**src/hw/rtl/cfd_pkg.sv**
```systemverilog
// Shared types, constants and the CRC-16 byte update for the frame deframer.
package cfd_pkg;

  // Field widths.
  localparam int unsigned BYTE_W = 8;
  localparam int unsigned CRC_W  = 16;
  localparam int unsigned STAT_W = 2;
  localparam int unsigned CIDX_W = 8;

  // CRC-16 constants (MSB first, no reflection, no final xor).
  localparam logic [CRC_W-1:0] CRC_POLY = 16'h1021;
  localparam logic [CRC_W-1:0] CRC_TOP  = 16'h8000;

  // Reset values of the configuration registers.
  localparam logic [BYTE_W-1:0] HDR_FIRST_RST  = 8'hAA;
  localparam logic [BYTE_W-1:0] HDR_SECOND_RST = 8'h55;
  localparam logic [BYTE_W-1:0] MAX_PAY_RST    = 8'hFF;
  localparam logic [CRC_W-1:0]  CRC_START_RST  = 16'hFFFF;

  // Configuration register indexes.
  localparam logic [CIDX_W-1:0] REG_HDR_FIRST  = 8'd0;
  localparam logic [CIDX_W-1:0] REG_HDR_SECOND = 8'd1;
  localparam logic [CIDX_W-1:0] REG_MAX_PAY    = 8'd2;
  localparam logic [CIDX_W-1:0] REG_CRC_START  = 8'd3;

  // Frame status codes.
  localparam logic [STAT_W-1:0] ST_GOOD     = 2'd0;
  localparam logic [STAT_W-1:0] ST_CRC_BAD  = 2'd1;
  localparam logic [STAT_W-1:0] ST_LEN_OVER = 2'd2;

  // Depth of the queue between the front and back parts.
  localparam int unsigned Q_DEPTH = 4;
  localparam int unsigned Q_PW    = $clog2(Q_DEPTH);

  // Classified byte kinds passed from front to back.
  typedef enum logic [2:0] {
    OP_HDR  = 3'd0,
    OP_LEN  = 3'd1,
    OP_OVER = 3'd2,
    OP_CMD  = 3'd3,
    OP_PAY  = 3'd4,
    OP_CRCH = 3'd5,
    OP_CRCL = 3'd6
  } op_kind_t;

  typedef struct packed {
    op_kind_t          kind;
    logic [BYTE_W-1:0] data;
  } op_t;

  // One byte through the CRC register, one bit per step.
  function automatic logic [CRC_W-1:0] crc_byte(input logic [CRC_W-1:0] crc,
                                                input logic [BYTE_W-1:0] b);
    logic [CRC_W-1:0] c;
    c = crc ^ {b, {(CRC_W-BYTE_W){1'b0}}};
    for (int k = 0; k < BYTE_W; k++) begin
      if ((c & CRC_TOP) != '0) begin
        c = {c[CRC_W-2:0], 1'b0} ^ CRC_POLY;
      end else begin
        c = {c[CRC_W-2:0], 1'b0};
      end
    end
    return c;
  endfunction

endpackage

```
**src/hw/rtl/cfd_front.sv**
```systemverilog
// Front part: tracks the frame phase and classifies each received byte.
module cfd_front
  import cfd_pkg::*;
(
  input  logic              clk,
  input  logic              rst_n,
  input  logic              in_push,
  input  logic [BYTE_W-1:0] in_rx_byte,
  input  logic [BYTE_W-1:0] hdr_first,
  input  logic [BYTE_W-1:0] hdr_second,
  input  logic [BYTE_W-1:0] max_pay,
  input  logic              q_full,
  output logic              q_push,
  output op_t               q_op
);

  typedef enum logic [6:0] {
    PH_HUNT1 = 7'b0000001,
    PH_HUNT2 = 7'b0000010,
    PH_LEN   = 7'b0000100,
    PH_CMD   = 7'b0001000,
    PH_PAY   = 7'b0010000,
    PH_CRCH  = 7'b0100000,
    PH_CRCL  = 7'b1000000
  } phase_t;

  phase_t            phase_r, phase_nxt;
  logic [BYTE_W-1:0] len_r, len_nxt;
  logic [BYTE_W-1:0] left_r, left_nxt;
  logic              take;

  assign take = in_push && !q_full;

  // Phase transitions and classification of the accepted word.
  always_comb begin
    phase_nxt   = phase_r;
    len_nxt     = len_r;
    left_nxt    = left_r;
    q_push      = 1'b0;
    q_op.kind   = OP_PAY;
    q_op.data   = in_rx_byte;
    if (take) begin
      case (phase_r)
        PH_HUNT2: begin
          if (in_rx_byte == hdr_second) begin
            q_push    = 1'b1;
            q_op.kind = OP_HDR;
            phase_nxt = PH_LEN;
          end else if (in_rx_byte != hdr_first) begin
            phase_nxt = PH_HUNT1;
          end
        end
        PH_LEN: begin
          len_nxt = in_rx_byte;
          q_push  = 1'b1;
          if (in_rx_byte > max_pay) begin
            q_op.kind = OP_OVER;
            phase_nxt = PH_HUNT1;
          end else begin
            q_op.kind = OP_LEN;
            phase_nxt = PH_CMD;
          end
        end
        PH_CMD: begin
          q_push    = 1'b1;
          q_op.kind = OP_CMD;
          left_nxt  = len_r;
          phase_nxt = (len_r != '0) ? PH_PAY : PH_CRCH;
        end
        PH_PAY: begin
          q_push    = 1'b1;
          q_op.kind = OP_PAY;
          left_nxt  = left_r - 1'b1;
          if (left_r == 8'd1) begin
            phase_nxt = PH_CRCH;
          end
        end
        PH_CRCH: begin
          q_push    = 1'b1;
          q_op.kind = OP_CRCH;
          phase_nxt = PH_CRCL;
        end
        PH_CRCL: begin
          q_push    = 1'b1;
          q_op.kind = OP_CRCL;
          phase_nxt = PH_HUNT1;
        end
        default: begin
          phase_nxt = (in_rx_byte == hdr_first) ? PH_HUNT2 : PH_HUNT1;
        end
      endcase
    end
  end

  always_ff @(posedge clk) begin
    if (!rst_n) begin
      phase_r <= PH_HUNT1;
      len_r   <= '0;
      left_r  <= '0;
    end else begin
      phase_r <= phase_nxt;
      len_r   <= len_nxt;
      left_r  <= left_nxt;
    end
  end

endmodule

```
**src/hw/rtl/cfd_queue.sv**
```systemverilog
// Short queue of classified words between the front and back parts.
module cfd_queue
  import cfd_pkg::*;
(
  input  logic clk,
  input  logic rst_n,
  input  logic push,
  input  op_t  push_op,
  input  logic pop,
  output op_t  head_op,
  output logic full,
  output logic empty
);

  op_t             mem_r [Q_DEPTH];
  logic [Q_PW-1:0] wr_ptr_r, rd_ptr_r;
  logic [Q_PW:0]   cnt_r;
  logic            do_push, do_pop;

  assign full    = (cnt_r == Q_DEPTH[Q_PW:0]);
  assign empty   = (cnt_r == '0);
  assign do_push = push && !full;
  assign do_pop  = pop && !empty;
  assign head_op = mem_r[rd_ptr_r];

  // Storage needs no reset.
  always_ff @(posedge clk) begin
    if (do_push) begin
      mem_r[wr_ptr_r] <= push_op;
    end
  end

  // Pointers and fill count.
  always_ff @(posedge clk) begin
    if (!rst_n) begin
      wr_ptr_r <= '0;
      rd_ptr_r <= '0;
      cnt_r    <= '0;
    end else begin
      if (do_push) begin
        wr_ptr_r <= wr_ptr_r + 1'b1;
      end
      if (do_pop) begin
        rd_ptr_r <= rd_ptr_r + 1'b1;
      end
      if (do_push && !do_pop) begin
        cnt_r <= cnt_r + 1'b1;
      end else if (do_pop && !do_push) begin
        cnt_r <= cnt_r - 1'b1;
      end
    end
  end

endmodule

```
**src/hw/rtl/cfd_back.sv**
```systemverilog
// Back part: runs the CRC, keeps frame fields and builds result words.
module cfd_back
  import cfd_pkg::*;
(
  input  logic              clk,
  input  logic              rst_n,
  input  logic [BYTE_W-1:0] hdr_first,
  input  logic [BYTE_W-1:0] hdr_second,
  input  logic [CRC_W-1:0]  crc_start,
  input  logic              q_empty,
  input  op_t               q_head,
  output logic              q_pop,
  input  logic              out_pop,
  output logic              out_empty,
  output logic              out_frame_end,
  output logic [BYTE_W-1:0] out_payload_byte,
  output logic [BYTE_W-1:0] out_command_id,
  output logic [BYTE_W-1:0] out_payload_length,
  output logic [STAT_W-1:0] out_status,
  output logic [CRC_W-1:0]  out_received_crc,
  output logic [CRC_W-1:0]  out_computed_crc
);

  logic [CRC_W-1:0]  seed1_r, seed_r;
  logic [CRC_W-1:0]  crc_r, crc_nxt;
  logic [BYTE_W-1:0] len_r, len_nxt;
  logic [BYTE_W-1:0] cmd_r, cmd_nxt;
  logic [BYTE_W-1:0] hi_r, hi_nxt;
  logic [CRC_W-1:0]  crc_upd;
  logic [CRC_W-1:0]  rx_crc;
  logic              slot_free;
  logic              emit;

  logic              ov_r, ov_nxt;
  logic              fe_r, fe_nxt;
  logic [BYTE_W-1:0] pb_r, pb_nxt;
  logic [BYTE_W-1:0] ci_r, ci_nxt;
  logic [BYTE_W-1:0] pl_r, pl_nxt;
  logic [STAT_W-1:0] st_r, st_nxt;
  logic [CRC_W-1:0]  rc_r, rc_nxt;
  logic [CRC_W-1:0]  cc_r, cc_nxt;

  // Per-frame CRC seed over both header bytes, in two registered steps.
  always_ff @(posedge clk) begin
    seed1_r <= crc_byte(crc_start, hdr_first);
    seed_r  <= crc_byte(seed1_r, hdr_second);
  end

  assign slot_free = !ov_r || out_pop;
  assign q_pop     = slot_free && !q_empty;
  assign crc_upd   = crc_byte(crc_r, q_head.data);
  assign rx_crc    = {hi_r, q_head.data};

  // Execute one classified word.
  always_comb begin
    crc_nxt = crc_r;
    len_nxt = len_r;
    cmd_nxt = cmd_r;
    hi_nxt  = hi_r;
    emit    = 1'b0;
    fe_nxt  = 1'b0;
    pb_nxt  = '0;
    ci_nxt  = cmd_r;
    pl_nxt  = len_r;
    st_nxt  = ST_GOOD;
    rc_nxt  = '0;
    cc_nxt  = '0;
    if (q_pop) begin
      case (q_head.kind)
        OP_HDR: begin
          crc_nxt = seed_r;
        end
        OP_LEN: begin
          len_nxt = q_head.data;
          cmd_nxt = '0;
          crc_nxt = crc_upd;
        end
        OP_OVER: begin
          len_nxt = q_head.data;
          cmd_nxt = '0;
          emit    = 1'b1;
          fe_nxt  = 1'b1;
          ci_nxt  = '0;
          pl_nxt  = q_head.data;
          st_nxt  = ST_LEN_OVER;
        end
        OP_CMD: begin
          cmd_nxt = q_head.data;
          crc_nxt = crc_upd;
        end
        OP_PAY: begin
          crc_nxt = crc_upd;
          emit    = 1'b1;
          pb_nxt  = q_head.data;
        end
        OP_CRCH: begin
          hi_nxt = q_head.data;
        end
        OP_CRCL: begin
          emit   = 1'b1;
          fe_nxt = 1'b1;
          st_nxt = (rx_crc == crc_r) ? ST_GOOD : ST_CRC_BAD;
          rc_nxt = rx_crc;
          cc_nxt = crc_r;
        end
        default: begin
          crc_nxt = crc_r;
        end
      endcase
    end
  end

  // Output register valid flag.
  always_comb begin
    ov_nxt = ov_r;
    if (emit) begin
      ov_nxt = 1'b1;
    end else if (out_pop) begin
      ov_nxt = 1'b0;
    end
  end

  always_ff @(posedge clk) begin
    if (!rst_n) begin
      crc_r <= CRC_START_RST;
      len_r <= '0;
      cmd_r <= '0;
      hi_r  <= '0;
      ov_r  <= 1'b0;
    end else begin
      crc_r <= crc_nxt;
      len_r <= len_nxt;
      cmd_r <= cmd_nxt;
      hi_r  <= hi_nxt;
      ov_r  <= ov_nxt;
    end
  end

  // Result payload register.
  always_ff @(posedge clk) begin
    if (emit) begin
      fe_r <= fe_nxt;
      pb_r <= pb_nxt;
      ci_r <= ci_nxt;
      pl_r <= pl_nxt;
      st_r <= st_nxt;
      rc_r <= rc_nxt;
      cc_r <= cc_nxt;
    end
  end

  assign out_empty          = !ov_r;
  assign out_frame_end      = fe_r;
  assign out_payload_byte   = pb_r;
  assign out_command_id     = ci_r;
  assign out_payload_length = pl_r;
  assign out_status         = st_r;
  assign out_received_crc   = rc_r;
  assign out_computed_crc   = cc_r;

endmodule

```
**src/hw/rtl/crc16_frame_deframer.sv**
```systemverilog
// Top level of the CRC-16 frame deframer: configuration registers and part wiring.
// The deframer takes one received byte per clock and hunts for the two-byte header,
// then reads length, command, payload and a big-endian CRC-16 (polynomial 0x1021,
// MSB first) computed from crc_start over header through payload. Every payload
// byte comes out as a word with frame_end low; at frame end a status word reports
// good, CRC mismatch or length over limit, and an over-limit length ends the frame
// at once. A byte is taken every cycle as long as full is low; a word reaches the
// result side through the four-entry classification queue and then through the CRC
// update into the output register, which holds its word while the output side stalls.
// full rises only when the output side has stalled long enough to fill that queue.
// Configuration writes are always ready and should be made while no frame is in
// flight; the CRC seed is registered from crc_start and the header bytes.
module crc16_frame_deframer
  import cfd_pkg::*;
(
  input  logic              clk,
  input  logic              rst_n,
  input  logic              in_push,
  output logic              in_full,
  input  logic [BYTE_W-1:0] in_rx_byte,
  output logic              out_empty,
  input  logic              out_pop,
  output logic              out_frame_end,
  output logic [BYTE_W-1:0] out_payload_byte,
  output logic [BYTE_W-1:0] out_command_id,
  output logic [BYTE_W-1:0] out_payload_length,
  output logic [STAT_W-1:0] out_status,
  output logic [CRC_W-1:0]  out_received_crc,
  output logic [CRC_W-1:0]  out_computed_crc,
  input  logic              cfg_valid,
  output logic              cfg_ready,
  input  logic [CIDX_W-1:0] cfg_index,
  input  logic [CRC_W-1:0]  cfg_data
);

  logic [BYTE_W-1:0] hdr_first_r, hdr_second_r, max_pay_r;
  logic [CRC_W-1:0]  crc_start_r;
  logic              q_push, q_pop, q_full, q_empty;
  op_t               q_in, q_head;

  assign cfg_ready = 1'b1;
  assign in_full   = q_full;

  // Configuration registers; unknown indexes are ignored.
  always_ff @(posedge clk) begin
    if (!rst_n) begin
      hdr_first_r  <= HDR_FIRST_RST;
      hdr_second_r <= HDR_SECOND_RST;
      max_pay_r    <= MAX_PAY_RST;
      crc_start_r  <= CRC_START_RST;
    end else if (cfg_valid && cfg_ready) begin
      case (cfg_index)
        REG_HDR_FIRST:  hdr_first_r  <= cfg_data[BYTE_W-1:0];
        REG_HDR_SECOND: hdr_second_r <= cfg_data[BYTE_W-1:0];
        REG_MAX_PAY:    max_pay_r    <= cfg_data[BYTE_W-1:0];
        REG_CRC_START:  crc_start_r  <= cfg_data;
        default: begin
          crc_start_r <= crc_start_r;
        end
      endcase
    end
  end

  cfd_front u_front (
    .clk        (clk),
    .rst_n      (rst_n),
    .in_push    (in_push),
    .in_rx_byte (in_rx_byte),
    .hdr_first  (hdr_first_r),
    .hdr_second (hdr_second_r),
    .max_pay    (max_pay_r),
    .q_full     (q_full),
    .q_push     (q_push),
    .q_op       (q_in)
  );

  cfd_queue u_queue (
    .clk     (clk),
    .rst_n   (rst_n),
    .push    (q_push),
    .push_op (q_in),
    .pop     (q_pop),
    .head_op (q_head),
    .full    (q_full),
    .empty   (q_empty)
  );

  cfd_back u_back (
    .clk                (clk),
    .rst_n              (rst_n),
    .hdr_first          (hdr_first_r),
    .hdr_second         (hdr_second_r),
    .crc_start          (crc_start_r),
    .q_empty            (q_empty),
    .q_head             (q_head),
    .q_pop              (q_pop),
    .out_pop            (out_pop),
    .out_empty          (out_empty),
    .out_frame_end      (out_frame_end),
    .out_payload_byte   (out_payload_byte),
    .out_command_id     (out_command_id),
    .out_payload_length (out_payload_length),
    .out_status         (out_status),
    .out_received_crc   (out_received_crc),
    .out_computed_crc   (out_computed_crc)
  );

endmodule
```
**config.mk**
```make
export PLATFORM = sky130hd
export DESIGN_NAME = crc16_frame_deframer
export DESIGN_NICKNAME = d
export VERILOG_FILES = /design/src/hw/rtl/cfd_pkg.sv /design/src/hw/rtl/cfd_front.sv /design/src/hw/rtl/cfd_queue.sv /design/src/hw/rtl/cfd_back.sv /design/src/hw/rtl/crc16_frame_deframer.sv
export SDC_FILE = /design/constraint.sdc
export NUM_CORES = 1
export LEC_CHECK = 0
export BUFFER_PORTS_ARGS = -buffer_cell sky130_fd_sc_hd__buf_2
export CAP_MARGIN = 25
export CORE_MARGIN = 5
export CORE_UTILIZATION = 26
export DETAILED_ROUTE_END_ITERATION = 6
export GPL_ROUTABILITY_DRIVEN = 0
export SKIP_LAST_GASP = 1
export SLEW_MARGIN = 15
export SYNTH_ARGS = -nofsm -noshare
export SYNTH_HDL_FRONTEND = slang
export SYNTH_HIERARCHICAL = 1
export SYNTH_SLANG_ARGS = --single-unit
```
**constraint.sdc**
```tcl
create_clock -name clk -period 4.8 [get_ports clk]
set_clock_uncertainty 0.05 [all_clocks]
set_input_delay 0.24 -clock clk [delete_from_list [all_inputs] [get_ports clk]]
set_output_delay 0.24 -clock clk [all_outputs]
set_load 0.02 [all_outputs]
```
Word level (Yosys, flattened, before mapping)
Memory sizes are Yosys's and may differ from the RTL's. A register that Yosys moved wholly into a read port is not among the register bits. Index checks and enable logic that the tools add are counted. W data, S select, Z words.

Add/subtract/negate cells: 5. Multipliers: 0. Divide/modulo/power cells: 0. Magnitude comparators: 1. Equality and inequality tests: 23. Shift-type cells: 0. Multiplexer cells: 58. Bitwise operators: 27. Reductions and logical operators: 39.

Operators with widths (count): $mux W13 (24); $not A3 Y3 (24); $xor A16 B16 Y16 (3); $pmux W7 S6 (1); $mux W8 (4); $pmux W16 S2 (1); $pmux W8 S2 (2); $reduce_and A2 Y1 (12); $mux W7 (3); $eq A16 B16 Y1 (1); $eq A8 B1 Y1 const B (2); $eq A8 B2 Y1 const B (2); $eq A8 B8 Y1 (2); $pmux W3 S5 (1); $eq A3 B3 Y1 const B (4); $mux W3 (4); $mux W1 (10); $reduce_bool A2 Y1 (5); $gt A8 B8 Y1 (1); $logic_not A8 Y1 (1); $mux W2 (4); $ne A8 B8 Y1 (1); $reduce_bool A8 Y1 (1); $sub A8 B1 Y8 const B (1); 25 further kinds (39).

Flip-flop bits (word level): 202. Bits in latches: 0. RAM bits: 44. Bits in read-only memories: 0. Bits of input ports: 37. Memories kept: 1.

Memory list: u_queue.mem_r (depth 4, width 11, read ports 1, clocked after memory_dff 1, wr ports 1, line cfd_queue.sv:15) `op_t mem_r [Q_DEPTH];`.

Depth between registers and ports, before layout
Depth in word-level cells: 18. Gate-level depth with buffers: 13. Gate-level depth less buffers: 12.

Modules after synthesis
Netlist, hierarchy kept.

By module, submodules not included: cfd_back (times used 1, cells each 456, area each 5511.5 um^2); cfd_queue (times used 1, cells each 105, area each 2069.5 um^2); cfd_front (times used 1, cells each 234, area each 1785.5 um^2); crc16_frame_deframer (times used 1, cells each 163, area each 1706.6 um^2).

Least setup slack after synthesis
OpenSTA, ideal clock, no wires.

Path kind: flip-flop to flip-flop. Start point: reg (tool-made name). End point: reg u_back.ci_r[0] (netlist: u_back/out_command_id[0]) (enable). Setup time: 421 ps. Arrival: 3131 ps. Data required time: 4329 ps. Slack: 1198 ps. Cell stages (with the launch flop): 6. Clock period less this slack: 3602 ps. Path through: dfxtp_1 > buf_4 > mux4_2 > buf_6 > nor4_2 > or2_1.

RTL lines: end signal: assignment (line cfd_back.sv:144) `ci_r <= ci_nxt;`; end: declaration (line cfd_back.sv:37) `logic [BYTE_W-1:0] ci_r, ci_nxt;`.

Final worst setup path
Start point: reg u_front.phase_r[6]. End point: reg u_queue.cnt_r[2].

Word-level cells in the longest chain between the ends: 8. Elaborated cells on any way between the ends: 15. Those cells by class: 6 x eq/ne; 3 x mux; 6 x reduce/logical.

Ends and longest elaborated chain: start: declaration (line cfd_front.sv:27) `phase_t phase_r, phase_nxt;`; start signal: assignment (line cfd_front.sv:101) `phase_r <= phase_nxt;`; $eq A7 B4 Y1, or another cell as far along (line cfd_front.sv:43) `case (phase_r)`; $reduce_or A5 Y1 (no line); $pmux W1 S2 (*) (line cfd_front.sv:43); $mux W1 (*) (line cfd_front.sv:42) `if (take) begin`; via q_push (line crc16_frame_deframer.sv:38) `logic q_push, q_pop, q_full, q_empty;`; $logic_and A1 B1 Y1 (*) (line cfd_queue.sv:22) `assign do_push = push && !full;`; $logic_not A1 Y1 (line cfd_queue.sv:48) `end else if (do_pop && !do_push) begin`; $logic_and A1 B1 Y1 (line cfd_queue.sv:48); $reduce_bool A2 Y1 (no line); end signal: assignment (line cfd_queue.sv:47) `cnt_r <= cnt_r + 1'b1;`; end signal: assignment (line cfd_queue.sv:49) `cnt_r <= cnt_r - 1'b1;`; end: declaration (line cfd_queue.sv:17) `logic [Q_PW:0] cnt_r;`.

Mark *: on every way through the listed nets, which the timed path passes. The rest lies on a longest branch. A chain may end at the register's enable or synchronous reset.

==> impl_metrics.py <==
metrics = {
    "global_routing": {
        "grt.overflow.total": 0,
        "grt_usage_pct": 10.4,
        "grt_pass1_vias": 7122,
        "grt_pass1_wl_mm": 40.0,
        "grt_max_degree": 42,
        "grt_antenna_before_repair": 0,
    },
    "floorplanning": {
        "pin_count": 99,
        "core_mm2": 0.0420,
        "die_h_um": 216,
        "num_rows": 75,
        "die_w_um": 216,
        "die_area_mm2": 0.0468,
        "start_util_pct": 26.3,
    },
    "yosys": {
        "syn_inst": 958,
        "syn_avg_cell_area_um2": 11.6,
        "synthArstFlopShare_pct": 0,
        "ys_seq_area_share_pct": 54.1,
        "synth_ff_type": "dfxtp_1",
        "synth_warnings": 6,
        "synth_cell_types": 73,
        "synth_edf_count": 103,
        "synth-seq-cells": 248,
        "syn_nets": 1011,
        "synth_area_mm2": 0.0111,
    },
    "pwr": {
        "powerDensity_mw_per_mm2": 334,
        "peakVddDrop_v": 0.000170,
        "p_leak_nw": 5.05,
    },
    "clock_tree": {
        "cts_inserted_buffers": 25,
        "cts.reportedPaths.clkPinSlew_ps": 60,
        "clock_path_buffers": 3,
        "htreeDepth": 1,
        "cts_tree": "built",
        "insertion_delay_ps": 520,
        "root_buffer": "clkbuf_16",
        "cts.sinks": 248,
    },
    "worst_setup_path": {
        "critical_path_class": "reg2reg",
        "r2r_slack_ps": 950,
        "end_kind": "flip-flop",
        "crit_path_start": "u_front/phase_r[6]$_SDFFE_PN0P_",
        "cp-endpoint": "u_queue/cnt_r[2]$_SDFFE_PN0P_",
        "cp_slowest_cell": "or4_4",
        "path_cells": "or4_4, or4b_1, nor3_1, or3_1, and2_1, nor2b_1, ha_1, inv_1, fa_1, xor2_1, or3_1, a21boi_1",
        "crit_path_frequent_cell": "or3_1",
        "start_kind": "flip-flop",
        "slowest_delay_ps": 610,
        "path_max_fanout": 8,
        "r2r_end": "u_queue/cnt_r[2]$_SDFFE_PN0P_",
        "crit_required_ps": 5200,
        "worstPathArrival_ps": 4260,
        "r2r-start": "u_front/phase_r[6]$_SDFFE_PN0P_",
        "worstRegToRegCells": 12,
    },
    "placed_design": {
        "hpwl_mm": 17.3,
        "placed_area_mm2": 0.0120,
        "pre_cts_ws_ps": 945,
        "numPortBuffers": 97,
    },
    "timing": {
        "rsz0062_at_grt": "no",
        "maxSlewHeadroom_pct": 39.0,
        "final-max-slew-violation-count": 0,
        "setup_tns_ps": 0,
        "hold_viol": 0,
        "setup_ws_ps": 947,
        "hold_slack_ps": 41.7,
        "min_period_ps": 3850,
        "fmax_mhz": 260,
        "setup_viol": 0,
        "min_period_over_period_pct": 80.3,
        "worstMarginPinSlew_ps": 915,
    },
    "finish": {
        "final_cell_mix": "dfxtp_1, edfxtp_1, buf_2, nand2_1, nor2b_1",
        "final_common_cell": "dfxtp_1",
        "layout.nets": 1100,
        "antennaDiodeCount": 0,
        "design_area_mm2": 0.0130,
        "layout-drive-gt1-share_pct": 17.4,
        "area_growth_pct": 17.4,
    },
    "min_path": {
        "whs_path_depth": 3,
        "hold_path_startpoint": "in_rx_byte[3]",
        "hp-class": "in2reg",
    },
    "detailed_routing": {
        "wl_mm": 25.1,
        "firstDrtPassIters": 4,
        "vias_per_cell": 4.48,
        "wl_per_cell_um": 15.6,
        "drtIter0Drc": 511,
        "final_antenna_net_count": 0,
        "vias": 7195,
        "drcViolationCount": 0,
    },
    "job": {
        "timing.max_cap.violations": 0,
    },
    "status": {
        "status": "completed",
    },
}
[critical path: cells and delay by family, from the launching register on]
family / cells / cell delay (ps)
buffers and inverters: 1 / 70
XOR/XNOR: 1 / 180
flip-flops: 1 / 370
AO/OA/AOI/OAI: 1 / 130
AND/OR/NAND/NOR: 7 / 2320
adder cells (fa/ha/maj): 2 / 650
[Yosys cell counts (24+ instances only)]
| library cell | instances | share of area [%] |
|---|---|---|
| nor2_1 | 39 | 1.3 |
| clkbuf_1 | 34 | 1.2 |
| nand2_1 | 72 | 2.4 |
| xnor2_1 | 61 | 4.8 |
| nand3_1 | 24 | 1.1 |
| dfxtp_1 | 145 | 26 |
| edfxtp_1 | 103 | 28 |
| and3_1 | 34 | 1.9 |
| mux2i_1 | 60 | 5.4 |
| nor2b_1 | 66 | 3.7 |
| a21oi_1 | 24 | 1.1 |
| xor2_1 | 40 | 3.2 |
[logic make-up after synthesis]
family | synth area share [%]
muxes | 8.47
xor gates and xnor gates | 8.89
adders and majority gates | 1.88
and+or+nand+nor | 16.8
buffers and inverters | 3.68
other | 0.0339
AOI/OAI and AO/OA | 6.06
DFF | 54.1
[routing by layer]
metal | track usage, % | part of all wire, %
met1 | 15.7 | 51
met2 | 15.3 | 42
met3 | 1.88 | 4.8
met4 | 2.59 | 2.1
met5 | 0 | 0
[stage by stage]
step	power [W]	utilization, %	cells
floorplan	0.00235	-	958
global placement	0.00240	28.6	1543
detailed placement	0.00241	28.6	1543
CTS	0.00441	30.9	1605
global route	0.00452	30.9	1605
finish	0.00435	30.9	1605
[layout make-up]
type | instances | area (um2)
clock buffer | 33 | 677
clock inverter | 13 | 154
fill | 4301 | 29000
inverter | 21 | 78.8
multi-input combinational | 627 | 4680
sequential | 248 | 6000
tap | 539 | 674
timing repair buffer | 124 | 741
[where the power goes]
part / internal [W] / total (W) / switching [W]
clock: 0.00116 / 0.00198 / 0.000816
combinational: 0.0000680 / 0.000164 / 0.0000961
sequential: 0.00219 / 0.00221 / 0.0000129
total: 0.00342 / 0.00435 / 0.000925
[sequential cells by signal, summed over array words and instances (netlist names), 3 cells and up, named ones only]
signal and cells:
crc_start_r 16, hdr_first_r 8, hdr_second_r 8, max_pay_r 8
u_back/cmd_r 8, u_back/crc_r 16, u_back/hi_r 8, u_back/len_r 8
u_back/out_command_id 8, u_back/out_computed_crc 16, u_back/out_payload_byte 8, u_back/out_payload_length 8
u_back/out_received_crc 16, u_back/seed1_r 16, u_back/seed_r 16, u_front/left_r 8
u_front/len_r 8, u_front/phase_r 7, u_queue/cnt_r 3, u_queue/mem_r 44
[what timing repair did]
action,4_1_cts,5_1_grt
endpoints found under the hold margin,23,0
resized for setup,0,0
hold buffers,16,0
setup buffers,0,0
[how the worst min path moves through the flow]
| stage | to | slack, ps |
|---|---|---|
| 5_1_grt | u_queue/mem_r[1][0]$_DFFE_PP_ | 20 |
| 3_5_place_dp | u_back/seed_r[13]$_DFF_P_ | 370 |
| 4_1_cts | u_queue/mem_r[2][0]$_DFFE_PP_ | 10 |
| 3_3_place_gp | u_back/seed_r[13]$_DFF_P_ | 370 |
| 2_1_floorplan | u_back/crc_r[4]$_SDFFE_PN1P_ | 270 |
| 6_report | u_front/len_r[3]$_SDFFE_PN0P_ | 40 |
(Power assumes the default switching activity.)
